$ cat config.mk
export PLATFORM = sky130hd
export DESIGN_NAME = scan_disk_scheduler_core
export DESIGN_NICKNAME = d
export VERILOG_FILES = /design/src/sds_pkg.sv /design/src/scan_disk_scheduler_core.sv /design/src/sds_ram.sv /design/src/sds_stop_gen.sv
export SDC_FILE = /design/constraint.sdc
export NUM_CORES = 1
export LEC_CHECK = 0
export ABC_AREA = 1
export BUFFER_PORTS_ARGS = -buffer_cell sky130_fd_sc_hd__buf_2
export CAP_MARGIN = 20
export CORE_UTILIZATION = 50
export DETAILED_ROUTE_END_ITERATION = 8
export PLACE_DENSITY = 0.66
export SYNTH_ARGS = -nofsm -noshare
export SYNTH_HDL_FRONTEND = slang
export SYNTH_HIERARCHICAL = 1
export SYNTH_SLANG_ARGS = --single-unit
$ cat constraint.sdc
create_clock -name clk_i -period 13.83 [get_ports clk_i]
set_input_delay 2.766 -clock clk_i [delete_from_list [all_inputs] [get_ports clk_i]]
set_output_delay 2.766 -clock clk_i [all_outputs]
set_load 0.01 [all_outputs]
$ cat src/sds_pkg.sv
`timescale 1ns / 1ps
// ----------------------------------------------------------------------------
// sds_pkg : shared types and constants of the SCAN disk scheduler
// Field widths, beat layouts, register indexes, controller states and the
// stop descriptor handed from the controller to the output stage.
// ----------------------------------------------------------------------------
package sds_pkg;

  localparam int unsigned PosW     = 16;
  localparam int unsigned MoveW    = 22;
  localparam int unsigned InDataW  = 16;
  localparam int unsigned OutDataW = 40;
  localparam int unsigned CfgIdxW  = 2;
  localparam int unsigned CfgDataW = 17;
  localparam int unsigned CylW     = 17;

  // Register indexes of the configuration channel
  typedef enum logic [CfgIdxW-1:0] {
    CFG_START_HEAD = 2'd0,
    CFG_DISK_CYLS  = 2'd1,
    CFG_SWEEP_UP   = 2'd2
  } cfg_reg_e;

  // Controller states, one-hot
  typedef enum logic [7:0] {
    S_IDLE    = 8'b0000_0001,
    S_INS     = 8'b0000_0010,
    S_PLACE   = 8'b0000_0100,
    S_SPL_RD  = 8'b0000_1000,
    S_SPL_CHK = 8'b0001_0000,
    S_RUN_RD  = 8'b0010_0000,
    S_RUN_OUT = 8'b0100_0000,
    S_END     = 8'b1000_0000
  } state_e;

  // One stop of the schedule, before travel is accumulated
  typedef struct packed {
    logic [PosW-1:0] pos;
    logic            at_end;
    logic            dropped;
    logic            final_stop;
  } stop_t;

endpackage

$ cat src/scan_disk_scheduler_core.sv
`timescale 1ns / 1ps
// ----------------------------------------------------------------------------
// scan_disk_scheduler_core : SCAN (elevator) disk scheduler
// Collects a batch of cylinder requests, keeps them sorted in a RAM, and
// on the closing request streams out the SCAN service order.
// ----------------------------------------------------------------------------
// Usage:
//  - Slave stream: one request per beat, tdata = cylinder, tlast closes the
//    batch. Requests past MAX_REQUESTS are dropped and flag the batch.
//  - Master stream: one stop per beat; tdata = position, total_movement,
//    dropped; tuser = at_disk_end; tlast marks the final stop.
//  - Config channel: index/data writes of start_head, disk_cylinders and
//    sweep_up, always ready; write only while the block is idle.
//  - A request is stored by a sorted insert: every stored entry larger
//    than it shifts up one RAM entry per cycle through the single read
//    and single write port, then the new entry is placed. Into an empty
//    store it is placed directly; a dropped request is not stored.
//  - A closing request then locates the split by reading each stored
//    entry below start_head and closing the search, then emits each
//    request stop (RAM read, then load of the output register) and the
//    disk end stop after the end check of the first run. A batch of n
//    stored requests yields n + 1 stops.
//  - If the receiver stalls, the output register holds the beat and the
//    sweep waits on it; no stop is lost.
//  - Reset clears the batch count, the overflow flag, head and travel
//    state and restores the register defaults. The RAM is not cleared:
//    only entries written in the current batch are ever read.
// ----------------------------------------------------------------------------
module scan_disk_scheduler_core
  import sds_pkg::*;
#(
  parameter int unsigned MAX_REQUESTS = 32
) (
  input  logic                clk_i,
  input  logic                rst_ni,
  // request stream
  input  logic                s_axis_tvalid,
  output logic                s_axis_tready,
  input  logic [InDataW-1:0]  s_axis_tdata,   // cylinder[15:0]
  input  logic                s_axis_tlast,
  // stop stream
  output logic                m_axis_tvalid,
  input  logic                m_axis_tready,
  output logic [OutDataW-1:0] m_axis_tdata,   // position[15:0], total_movement[37:16],
                                              // dropped[38], zero[39]
  output logic                m_axis_tuser,   // at_disk_end
  output logic                m_axis_tlast,
  // configuration writes
  input  logic                cfg_valid_i,
  output logic                cfg_ready_o,
  input  logic [CfgIdxW-1:0]  cfg_index_i,
  input  logic [CfgDataW-1:0] cfg_data_i
);

  localparam int unsigned CW = $clog2(MAX_REQUESTS + 1);
  localparam int unsigned AW = (MAX_REQUESTS > 1) ? $clog2(MAX_REQUESTS) : 1;
  localparam logic [CW-1:0] MaxCount = CW'(MAX_REQUESTS);

  // Configuration registers
  logic [PosW-1:0] start_head_q;
  logic [CylW-1:0] disk_cyls_q;
  logic            sweep_up_q;

  // Controller state
  state_e          state_q, state_d;
  logic [CW-1:0]   count_q, count_d;
  logic            ovf_q, ovf_d;
  logic [PosW-1:0] cyl_q, cyl_d;
  logic            last_q, last_d;
  logic [AW-1:0]   j_q, j_d;
  logic [CW-1:0]   ptr_q, ptr_d;
  logic [CW-1:0]   split_q, split_d;
  logic            phase_q, phase_d;

  // RAM ports
  logic            ram_we, ram_re;
  logic [AW-1:0]   ram_waddr, ram_raddr;
  logic [PosW-1:0] ram_wdata, ram_rdata;

  // Output stage hookup
  logic            sg_init, sg_load, sg_free;
  stop_t           sg_stop;

  logic            in_beat;
  logic            run_asc, run_empty, second_empty;
  logic [PosW-1:0] outer_cyl;

  assign cfg_ready_o = 1'b1;

  always_ff @(posedge clk_i or negedge rst_ni) begin
    if (!rst_ni) begin
      start_head_q <= '0;
      disk_cyls_q  <= CylW'(65536);
      sweep_up_q   <= 1'b1;
    end else if (cfg_valid_i) begin
      unique case (cfg_index_i)
        CFG_START_HEAD: start_head_q <= cfg_data_i[PosW-1:0];
        CFG_DISK_CYLS:  disk_cyls_q  <= cfg_data_i;
        CFG_SWEEP_UP:   sweep_up_q   <= cfg_data_i[0];
        default: ;  // unused index, ignore
      endcase
    end
  end

  // Outer end: zero cylinders count as one, anything above 64Ki saturates.
  assign outer_cyl = (disk_cyls_q == '0) ? '0 :
                     disk_cyls_q[CylW-1] ? {PosW{1'b1}} :
                     (disk_cyls_q[PosW-1:0] - PosW'(1));

  assign s_axis_tready = (state_q == S_IDLE);
  assign in_beat       = s_axis_tvalid && s_axis_tready;

  // Direction of the run in progress: first run follows sweep_up, second reverses.
  assign run_asc      = sweep_up_q ^ phase_q;
  assign run_empty    = run_asc ? (ptr_q == count_q) : (ptr_q == '0);
  assign second_empty = sweep_up_q ? (split_q == '0) : (split_q == count_q);

  always_comb begin
    state_d   = state_q;
    count_d   = count_q;
    ovf_d     = ovf_q;
    cyl_d     = cyl_q;
    last_d    = last_q;
    j_d       = j_q;
    ptr_d     = ptr_q;
    split_d   = split_q;
    phase_d   = phase_q;
    ram_we    = 1'b0;
    ram_waddr = j_q;
    ram_wdata = cyl_q;
    ram_re    = 1'b0;
    ram_raddr = '0;
    sg_init   = 1'b0;
    sg_load   = 1'b0;
    sg_stop   = '{pos: ram_rdata, at_end: 1'b0, dropped: ovf_q, final_stop: 1'b0};

    unique case (state_q)
      S_IDLE: begin
        if (in_beat) begin
          cyl_d  = s_axis_tdata[PosW-1:0];
          last_d = s_axis_tlast;
          if (count_q < MaxCount) begin
            if (count_q == '0) begin
              // empty store: place directly
              ram_we    = 1'b1;
              ram_waddr = '0;
              ram_wdata = s_axis_tdata[PosW-1:0];
              count_d   = count_q + CW'(1);
              if (s_axis_tlast) begin
                sg_init = 1'b1;
                ptr_d   = '0;
                state_d = S_SPL_RD;
              end
            end else begin
              // start the shift walk at the top entry
              j_d       = count_q[AW-1:0];
              ram_re    = 1'b1;
              ram_raddr = AW'(count_q - CW'(1));
              state_d   = S_INS;
            end
          end else begin
            // store full: drop and flag
            ovf_d = 1'b1;
            if (s_axis_tlast) begin
              sg_init = 1'b1;
              ptr_d   = '0;
              state_d = S_SPL_RD;
            end
          end
        end
      end

      S_INS: begin
        ram_we = 1'b1;
        if (ram_rdata > cyl_q) begin
          // shift entry j-1 up to j, keep walking down
          ram_waddr = j_q;
          ram_wdata = ram_rdata;
          j_d       = j_q - AW'(1);
          if (j_q == AW'(1)) begin
            state_d = S_PLACE;
          end else begin
            ram_re    = 1'b1;
            ram_raddr = j_q - AW'(2);
          end
        end else begin
          ram_waddr = j_q;
          ram_wdata = cyl_q;
          count_d   = count_q + CW'(1);
          if (last_q) begin
            sg_init = 1'b1;
            ptr_d   = '0;
            state_d = S_SPL_RD;
          end else begin
            state_d = S_IDLE;
          end
        end
      end

      S_PLACE: begin
        ram_we    = 1'b1;
        ram_waddr = j_q;
        ram_wdata = cyl_q;
        count_d   = count_q + CW'(1);
        if (last_q) begin
          sg_init = 1'b1;
          ptr_d   = '0;
          state_d = S_SPL_RD;
        end else begin
          state_d = S_IDLE;
        end
      end

      S_SPL_RD: begin
        if (ptr_q == count_q) begin
          split_d = ptr_q;
          phase_d = 1'b0;
          state_d = S_RUN_RD;
        end else begin
          ram_re    = 1'b1;
          ram_raddr = ptr_q[AW-1:0];
          state_d   = S_SPL_CHK;
        end
      end

      S_SPL_CHK: begin
        if (ram_rdata < start_head_q) begin
          ptr_d   = ptr_q + CW'(1);
          state_d = S_SPL_RD;
        end else begin
          split_d = ptr_q;
          phase_d = 1'b0;
          state_d = S_RUN_RD;
        end
      end

      S_RUN_RD: begin
        if (run_empty) begin
          state_d = S_END;
        end else begin
          ram_re    = 1'b1;
          ram_raddr = run_asc ? ptr_q[AW-1:0] : AW'(ptr_q - CW'(1));
          state_d   = S_RUN_OUT;
        end
      end

      S_RUN_OUT: begin
        if (sg_free) begin
          sg_load            = 1'b1;
          sg_stop.final_stop = phase_q &&
                               (run_asc ? ((ptr_q + CW'(1)) == count_q) : (ptr_q == CW'(1)));
          ptr_d              = run_asc ? (ptr_q + CW'(1)) : (ptr_q - CW'(1));
          if (sg_stop.final_stop) begin
            count_d = '0;
            ovf_d   = 1'b0;
            state_d = S_IDLE;
          end else begin
            state_d = S_RUN_RD;
          end
        end
      end

      S_END: begin
        if (sg_free) begin
          sg_load            = 1'b1;
          sg_stop.pos        = sweep_up_q ? outer_cyl : '0;
          sg_stop.at_end     = 1'b1;
          sg_stop.final_stop = second_empty;
          ptr_d              = split_q;
          phase_d            = 1'b1;
          if (second_empty) begin
            count_d = '0;
            ovf_d   = 1'b0;
            state_d = S_IDLE;
          end else begin
            state_d = S_RUN_RD;
          end
        end
      end

      default: state_d = S_IDLE;
    endcase
  end

  always_ff @(posedge clk_i or negedge rst_ni) begin
    if (!rst_ni) begin
      state_q <= S_IDLE;
      count_q <= '0;
      ovf_q   <= 1'b0;
      last_q  <= 1'b0;
      j_q     <= '0;
      ptr_q   <= '0;
      split_q <= '0;
      phase_q <= 1'b0;
    end else begin
      state_q <= state_d;
      count_q <= count_d;
      ovf_q   <= ovf_d;
      last_q  <= last_d;
      j_q     <= j_d;
      ptr_q   <= ptr_d;
      split_q <= split_d;
      phase_q <= phase_d;
    end
  end

  always_ff @(posedge clk_i) begin
    cyl_q <= cyl_d;
  end

  sds_ram #(
    .WIDTH(PosW),
    .DEPTH(MAX_REQUESTS)
  ) u_store (
    .clk_i  (clk_i),
    .we_i   (ram_we),
    .waddr_i(ram_waddr),
    .wdata_i(ram_wdata),
    .re_i   (ram_re),
    .raddr_i(ram_raddr),
    .rdata_o(ram_rdata)
  );

  sds_stop_gen u_stop_gen (
    .clk_i        (clk_i),
    .rst_ni       (rst_ni),
    .init_i       (sg_init),
    .start_head_i (start_head_q),
    .load_i       (sg_load),
    .stop_i       (sg_stop),
    .free_o       (sg_free),
    .m_axis_tvalid(m_axis_tvalid),
    .m_axis_tready(m_axis_tready),
    .m_axis_tdata (m_axis_tdata),
    .m_axis_tuser (m_axis_tuser),
    .m_axis_tlast (m_axis_tlast)
  );

`ifndef SYNTH
  // Batch never holds more entries than the store
  a_count_bound: assert property (@(posedge clk_i) disable iff (!rst_ni)
    count_q <= MaxCount)
    else $error("request count exceeds store depth");

  // Store is written only while inserting
  a_write_phase: assert property (@(posedge clk_i) disable iff (!rst_ni)
    ram_we |-> (state_q == S_IDLE || state_q == S_INS || state_q == S_PLACE))
    else $error("store written outside insertion");

  // A stop is never loaded over an untaken beat
  a_load_free: assert property (@(posedge clk_i) disable iff (!rst_ni)
    sg_load |-> sg_free)
    else $error("stop loaded into occupied output register");

  // Final stop closes the batch
  a_final_clears: assert property (@(posedge clk_i) disable iff (!rst_ni)
    (sg_load && sg_stop.final_stop) |=> (count_q == '0 && !ovf_q && state_q == S_IDLE))
    else $error("batch state not cleared after final stop");
`endif

endmodule

$ cat src/sds_ram.sv
`timescale 1ns / 1ps
// ----------------------------------------------------------------------------
// sds_ram : generic simple dual-port RAM
// One write port, one read port, read data registered.
// Read data holds while no read is issued.
// ----------------------------------------------------------------------------
module sds_ram #(
  parameter int unsigned WIDTH = 16,
  parameter int unsigned DEPTH = 32
) (
  input  logic                                  clk_i,
  input  logic                                  we_i,
  input  logic [(DEPTH > 1 ? $clog2(DEPTH) : 1)-1:0] waddr_i,
  input  logic [WIDTH-1:0]                      wdata_i,
  input  logic                                  re_i,
  input  logic [(DEPTH > 1 ? $clog2(DEPTH) : 1)-1:0] raddr_i,
  output logic [WIDTH-1:0]                      rdata_o
);

  logic [WIDTH-1:0] mem_q [DEPTH];
  logic [WIDTH-1:0] rdata_q;

  always_ff @(posedge clk_i) begin
    if (we_i) begin
      mem_q[waddr_i] <= wdata_i;
    end
    if (re_i) begin
      rdata_q <= mem_q[raddr_i];
    end
  end

  assign rdata_o = rdata_q;

endmodule

$ cat src/sds_stop_gen.sv
`timescale 1ns / 1ps
// ----------------------------------------------------------------------------
// sds_stop_gen : head travel accumulator and output register
// Tracks the head position and the running travel sum, and holds one
// result beat until the receiver takes it.
// ----------------------------------------------------------------------------
module sds_stop_gen
  import sds_pkg::*;
(
  input  logic                clk_i,
  input  logic                rst_ni,
  input  logic                init_i,
  input  logic [PosW-1:0]     start_head_i,
  input  logic                load_i,
  input  stop_t               stop_i,
  output logic                free_o,
  output logic                m_axis_tvalid,
  input  logic                m_axis_tready,
  output logic [OutDataW-1:0] m_axis_tdata,  // position, total_movement, dropped, pad
  output logic                m_axis_tuser,  // at_disk_end
  output logic                m_axis_tlast
);

  logic [PosW-1:0]  head_q, head_d;
  logic [MoveW-1:0] sum_q, sum_d;
  logic             valid_q, valid_d;
  logic [PosW-1:0]  pos_q;
  logic [MoveW-1:0] mov_q;
  logic             end_q, drop_q, fin_q;
  logic [PosW-1:0]  travel;

  assign free_o = !valid_q || m_axis_tready;

  assign travel = (stop_i.pos > head_q) ? (stop_i.pos - head_q) : (head_q - stop_i.pos);

  always_comb begin
    head_d  = head_q;
    sum_d   = sum_q;
    valid_d = valid_q;
    if (m_axis_tready) begin
      valid_d = 1'b0;
    end
    if (init_i) begin
      head_d = start_head_i;
      sum_d  = '0;
    end else if (load_i) begin
      head_d  = stop_i.pos;
      sum_d   = sum_q + MoveW'(travel);
      valid_d = 1'b1;
    end
  end

  always_ff @(posedge clk_i or negedge rst_ni) begin
    if (!rst_ni) begin
      head_q  <= '0;
      sum_q   <= '0;
      valid_q <= 1'b0;
    end else begin
      head_q  <= head_d;
      sum_q   <= sum_d;
      valid_q <= valid_d;
    end
  end

  always_ff @(posedge clk_i) begin
    if (load_i && !init_i) begin
      pos_q  <= stop_i.pos;
      mov_q  <= sum_d;
      end_q  <= stop_i.at_end;
      drop_q <= stop_i.dropped;
      fin_q  <= stop_i.final_stop;
    end
  end

  assign m_axis_tvalid = valid_q;
  assign m_axis_tdata  = {1'b0, drop_q, mov_q, pos_q};
  assign m_axis_tuser  = end_q;
  assign m_axis_tlast  = fin_q;

endmodule
# Word level (Yosys, flattened, before mapping)
# Memories as Yosys holds them, arrays and structs flattened. A register that Yosys moved wholly into a read port is not among the register bits.
# Index checks and enable logic that the tools add are counted.
dict set report classes {
  add_sub_neg 10
  n_lt_le_gt_ge 4
  n_eq_ne 31
  muxes 114
  n_bitwise 1
  n_reduce_logical 31
}
# operator n
set ops {}
lappend ops {{2-to-1 mux 16 bit} 10}
lappend ops {{2-to-1 mux 6 bit} 24}
lappend ops {{2-to-1 mux 5 bit} 16}
lappend ops {{2-to-1 mux 8 bit} 9}
lappend ops {{case mux 8 bit (8 select lines)} 1}
lappend ops {{2-to-1 mux 22 bit} 2}
lappend ops {{2-to-1 mux 1 bit} 37}
lappend ops {{case mux 6 bit (6 select lines)} 1}
lappend ops {{2-to-1 mux 17 bit} 2}
lappend ops {{> comparator 16 bit} 2}
lappend ops {{case mux 16 bit (2 select lines)} 1}
lappend ops {{subtractor 16 bit} 2}
lappend ops {{case mux 6 bit (5 select lines)} 1}
lappend ops {{adder 22 x 16 -> 22 bit} 1}
lappend ops {{inequality test 2 bit (second input constant)} 11}
lappend ops {{case mux 5 bit (4 select lines)} 1}
lappend ops {{== test 6 bit} 3}
lappend ops {{logical NOT 6 bit} 3}
lappend ops {{logical NOT 17 bit} 1}
lappend ops {{less-than comparator 16 bit} 1}
lappend ops {{subtractor 16 x 1 -> 16 bit (second input constant)} 1}
lappend ops {{AND reduction 7 bit} 2}
lappend ops {{adder 6 x 1 -> 6 bit (second input constant)} 2}
lappend ops {{case mux 6 bit (2 select lines)} 1}
lappend ops {{39 further kinds} 56}
dict set report totals {
  reg_bits 164
  ram_bits 512
  input_bits 41
  output_inout_bits 45
  wordCells 212
  mem_count 1
}
# memory words width rd rd_clocked_by_memory_dff wr line_no
set memory_table {}
lappend memory_table {u_store.mem_q 32 16 1 1 1 sds_ram.sv:20} ;# logic [WIDTH-1:0] mem_q [DEPTH];

# Longest topological paths before layout
dict set report logic_depth {
  ltp_word 11
  ltp_mapped 37
}

# Cells and area by module
# The synthesis kept the hierarchy.
# module instances cells_each area_each_um2
set modules_own_cells {}
lappend modules_own_cells {sds_ram 1 1794 21461.8}
lappend modules_own_cells {scan_disk_scheduler_core 1 929 6453.7}
lappend modules_own_cells {sds_stop_gen 1 839 5978.2}

# Worst setup path after synthesis
# OpenSTA, ideal clock, no wires.
dict set report synth_path {
  path_kind {input-to-reg}
  start {in m_axis_tready}
  end {reg u_stop_gen.mov_q[14], data pin}
  setup_ps 266
  t_arrival_ps 6337
  path_slack_ps 7226
  cell_stages 33
  path_buffers 4
  path_cell_list {inv_1 nand2_1 inv_1 clkbuf_1 nor2_4 nand3_1 clkbuf_1 o21ai_0 inv_1 ha_1 clkbuf_2 nand2_1 inv_2 nand2_1 nand2_2 nand2_1 nand3_2 nand2_2 nand2_1 nand2_2 buf_6 o21ai_2 inv_1 ha_1 nand2_1 nand3_1 nand2_1 o21ai_0 nand3_1 nand2_1 nand2_1 nand3_1 nand2_1}
}
# item line_no
set synth_rtl {}
lappend synth_rtl {{start, declared} scan_disk_scheduler_core.sv:43} ;# input logic m_axis_tready,
lappend synth_rtl {{end signal, assigned} sds_stop_gen.sv:68} ;# mov_q <= sum_d;
lappend synth_rtl {{end, declared} sds_stop_gen.sv:28} ;# logic [MoveW-1:0] mov_q;

==> run metrics <==
Final Hold Viols=0; max-cap violations=0; Cell Area, Placed=approximately 0.035 sq mm; post-detailed-placement half-perimeter wirelength=between 50 and 60 mm; combined area of the multi-input logic cells=0.0116 sq mm; post-synthesis register bit count=approximately 690; CTS H-Tree Depth=3; vertical die dimension=~260 um; global-route wire length before repair=approximately 140 mm; detailed-route wire length per cell=around 19 um; clock insertion delay at the later pin of the skew report=roughly 0.64 ns; pins over their slew limit=0; fin cells=4567; crit path max-delay cell type=sky130_fd_sc_hd__inv_1; TritonRoute pass-1 iters=6; distinct cell type count of the synthesized netlist=64; setup skew after layout=between 0.02 and 0.03 ns; Core Footprint=around 0.067 sq mm; peak clock frequency supported by timing=approximately 0.14 GHz; total chip power=~9 mW; number of top-level pins=86; post-route design area=~0.037 sq mm; Post-Syn Area per Cell=between 9 and 10 sq um; layout filler cell count=between 5000 and 6000; source of the worst hold timing path=ovf_q; routability cong.=around 0.95; CTS Hold Bufs=0; gate count of the mapped netlist=about 3600; number of rows created at floorplan=95; sequential standard cell area=0.0202 sq mm; CP arrival=approximately 7.8 ns; number of routed nets with antenna violations=0; Worst Setup Slack post-DPL=between 5 and 6 ns; net count after synthesis=3698; worst setup path category=in2reg; CTS-repair resized insts=0; Leak=~16 nW; worst hold stages=0; worst IR drop on VDD=roughly 0.13 mV; result of the run=completed; fraction of final layout cells sized beyond drive strength 1=8.45%; proportion of synthesized flip-flops having asynchronous set or reset=between 15 and 20%; cell type with the highest occurrence count on the critical path=sky130_fd_sc_hd__nand2_1; number of buffer cells added on primary ports=83; Post-CTS Setup Repair Bufs=0; drt drc=0; data required time of the worst path=around 14 ns; clock-pin slew reported for the worst setup and hold paths after clock tree synthesis=approximately 0.060 ns; Max Fanout on Critical Path=20; unrepaired setup endpoints after global routing=no; Setup crit end=u_stop_gen/mov_q[11]; terminus of the critical flop-to-flop path=u_stop_gen/mov_q[11]; Worst Reg2Reg Path Length in Cells=29; post-route fraction of the period consumed by the critical path=~53%; Worst setup startpoint=m_axis_tready; via density per instance=5.47; netlist area before placement=0.0339 sq mm; total setup violations reported at the end of the flow=0; number of violations reported at the end of detailed-routing iteration 0=between 2000 and 3000; Worst Tran Pin Value=approximately 1.1 ns; final critical-path setup slack=approximately 6.5 ns; total via count in the routed design=between 20000 and 25000; antenna violations before repair=2; most common flop cell mapped by yosys=sky130_fd_sc_hd__edfxtp_1; CTS buffer count=between 70 and 80; effective utilization at floorplan=about half; die width=262 um; dpl cells=between 4000 and 5000; endpoint kind of the worst setup timing path=register; Register-to-Register Setup Slack=slightly below 8 ns; via count of the first global-routing pass=about 23000; CTS tree=built; worst slack on hold paths=around 0.46 ns; count of warnings emitted by yosys=6; Startpoint Class=input pin; number of enable flip-flop cells after synthesis=585; wire length after detailed routing=87.4 mm; number of clock sinks=just under 700; startpoint of the lowest-slack register-to-register path=state_q[1]; longest individual stage delay on the worst path=a little under 0.5 ns; fin nets=around 3800; total congestion overflow=0; full die area=slightly below 0.07 sq mm; class of the tightest hold or removal check=reg2reg; final core utilization=a little under three fifths; remaining max-slew budget at the tightest pin=between 20% and 30%; ratio of total power to cell area=between 200 and 250 mW/mm^2; maximum number of pins on one net before global-route repair=174; Area Overhead vs Synth=10.5%; clock root buffer master=sky130_fd_sc_hd__clkbuf_16; all-layer global routing usage=25.5%; final setup TNS=0 ns; maximum root-to-sink buffer count=3; post-route minimum period=between 7 and 8 ns; proportion of synthesized chip area in sequential cells=approximately 60%
==> worst min path at each step <==
stage / end / slack (ns)
2_1_floorplan: u_stop_gen/drop_q / 0.43
3_3_place_gp: u_stop_gen/drop_q / 0.44
3_5_place_dp: u_stop_gen/drop_q / 0.45
4_1_cts: u_stop_gen/drop_q / 0.46
5_1_grt: u_stop_gen/drop_q / 0.48
6_report: u_stop_gen/drop_q / 0.46
==> state kept, by name, indices dropped and copies added (netlist names), 8 cells and up <==
signal,cells
u_store/mem_q,512
u_stop_gen/pos_q,16
u_stop_gen/mov_q,22
u_stop_gen/sum_q,22
disk_cyls_q,17
state_q,8
cyl_q,16
u_store/rdata_o,16
u_stop_gen/head_q,16
start_head_q,16
==> where the power goes <==
part	internal [mW]	total, mW	leakage [nW]	switching (mW)
logic	1.14	4.08	7.95	2.94
registers	2.80	2.94	6.70	0.140
clock network	1.13	1.98	1.18	0.844
total	5.08	9.00	15.8	3.92
==> cells in the final DEF (no fill, tap or decap), types with 13 or more instances in the layout <==
| master | instances |
|---|---|
| sky130_fd_sc_hd__o21ai_0 | 111 |
| sky130_fd_sc_hd__clkinv_2 | 13 |
| sky130_fd_sc_hd__o221ai_1 | 15 |
| sky130_fd_sc_hd__inv_1 | 285 |
| sky130_fd_sc_hd__clkbuf_16 | 74 |
| sky130_fd_sc_hd__edfxtp_1 | 585 |
| sky130_fd_sc_hd__nand3_1 | 511 |
| sky130_fd_sc_hd__clkbuf_1 | 17 |
| sky130_fd_sc_hd__nand4_1 | 24 |
| sky130_fd_sc_hd__xor2_1 | 28 |
| sky130_fd_sc_hd__nor2_1 | 146 |
| sky130_fd_sc_hd__buf_4 | 62 |
| sky130_fd_sc_hd__ha_1 | 92 |
| sky130_fd_sc_hd__nand2_1 | 1315 |
| sky130_fd_sc_hd__buf_2 | 82 |
| sky130_fd_sc_hd__dfrtp_1 | 104 |
| sky130_fd_sc_hd__a21oi_1 | 69 |
==> final cells by class <==
| class | count | area share [%] |
|---|---|---|
| Sequential cell | 692 | 54.1 |
| Timing Repair Buffer | 149 | 2.58 |
| Multi-Input combinational cell | 2421 | 30.9 |
| Clock inverter | 39 | 1.28 |
| Inverter | 298 | 3.02 |
| Clock buffer | 94 | 5.23 |
| Antenna cell | 1 | 0.00668 |
| Tap cell | 873 | 2.92 |
==> cells by family (layout without fill, tap and decap cells) <==
logic type | count (synthesis) | in the layout | synth area share [%]
AND/OR/NAND/NOR | 2048 | 2048 | 25.3
flip-flops | 692 | 692 | 59.7
buffers and inverters | 449 | 580 | 6.21
AO/OA/AOI/OAI | 237 | 237 | 4.13
adder cells (fa/ha/maj) | 95 | 95 | 3.57
XOR/XNOR | 39 | 39 | 1.03
other | 2 | 3 | 0.0222
==> synthesized netlist by cell type (all sizes together) (10+ instances only) <==
library cell | number | area (sq um)
buf | 111 | 826
nand4 | 25 | 171
o21ai | 120 | 631
nor3 | 13 | 70.1
xnor2 | 10 | 87.6
dfrtp | 104 | 2600
edfxtp | 585 | 17600
ha | 92 | 1150
xor2 | 29 | 262
nand2 | 1323 | 4990
nor2 | 158 | 641
inv | 296 | 1120
o221ai | 15 | 131
clkbuf | 40 | 154
a21oi | 72 | 379
nand3 | 515 | 2600
==> critical path, delay by kind of cell <==
family	cells	cell delay, ns
AO/OA/AOI/OAI	4	0.70
AND/OR/NAND/NOR	19	2.27
adder cells (fa/ha/maj)	3	0.95
buffers and inverters	7	1.07
==> per-layer routing <==
metal,global-route usage [%],routed length (um),vias to the layer above
met5,0,0,-
met4,8.36,2140,0
met3,3.16,6270,137
met2,40.2,39900,914
met1,36.8,39100,11900
li1,-,-,12100
Note: power is estimated with default switching activity, not from simulation.
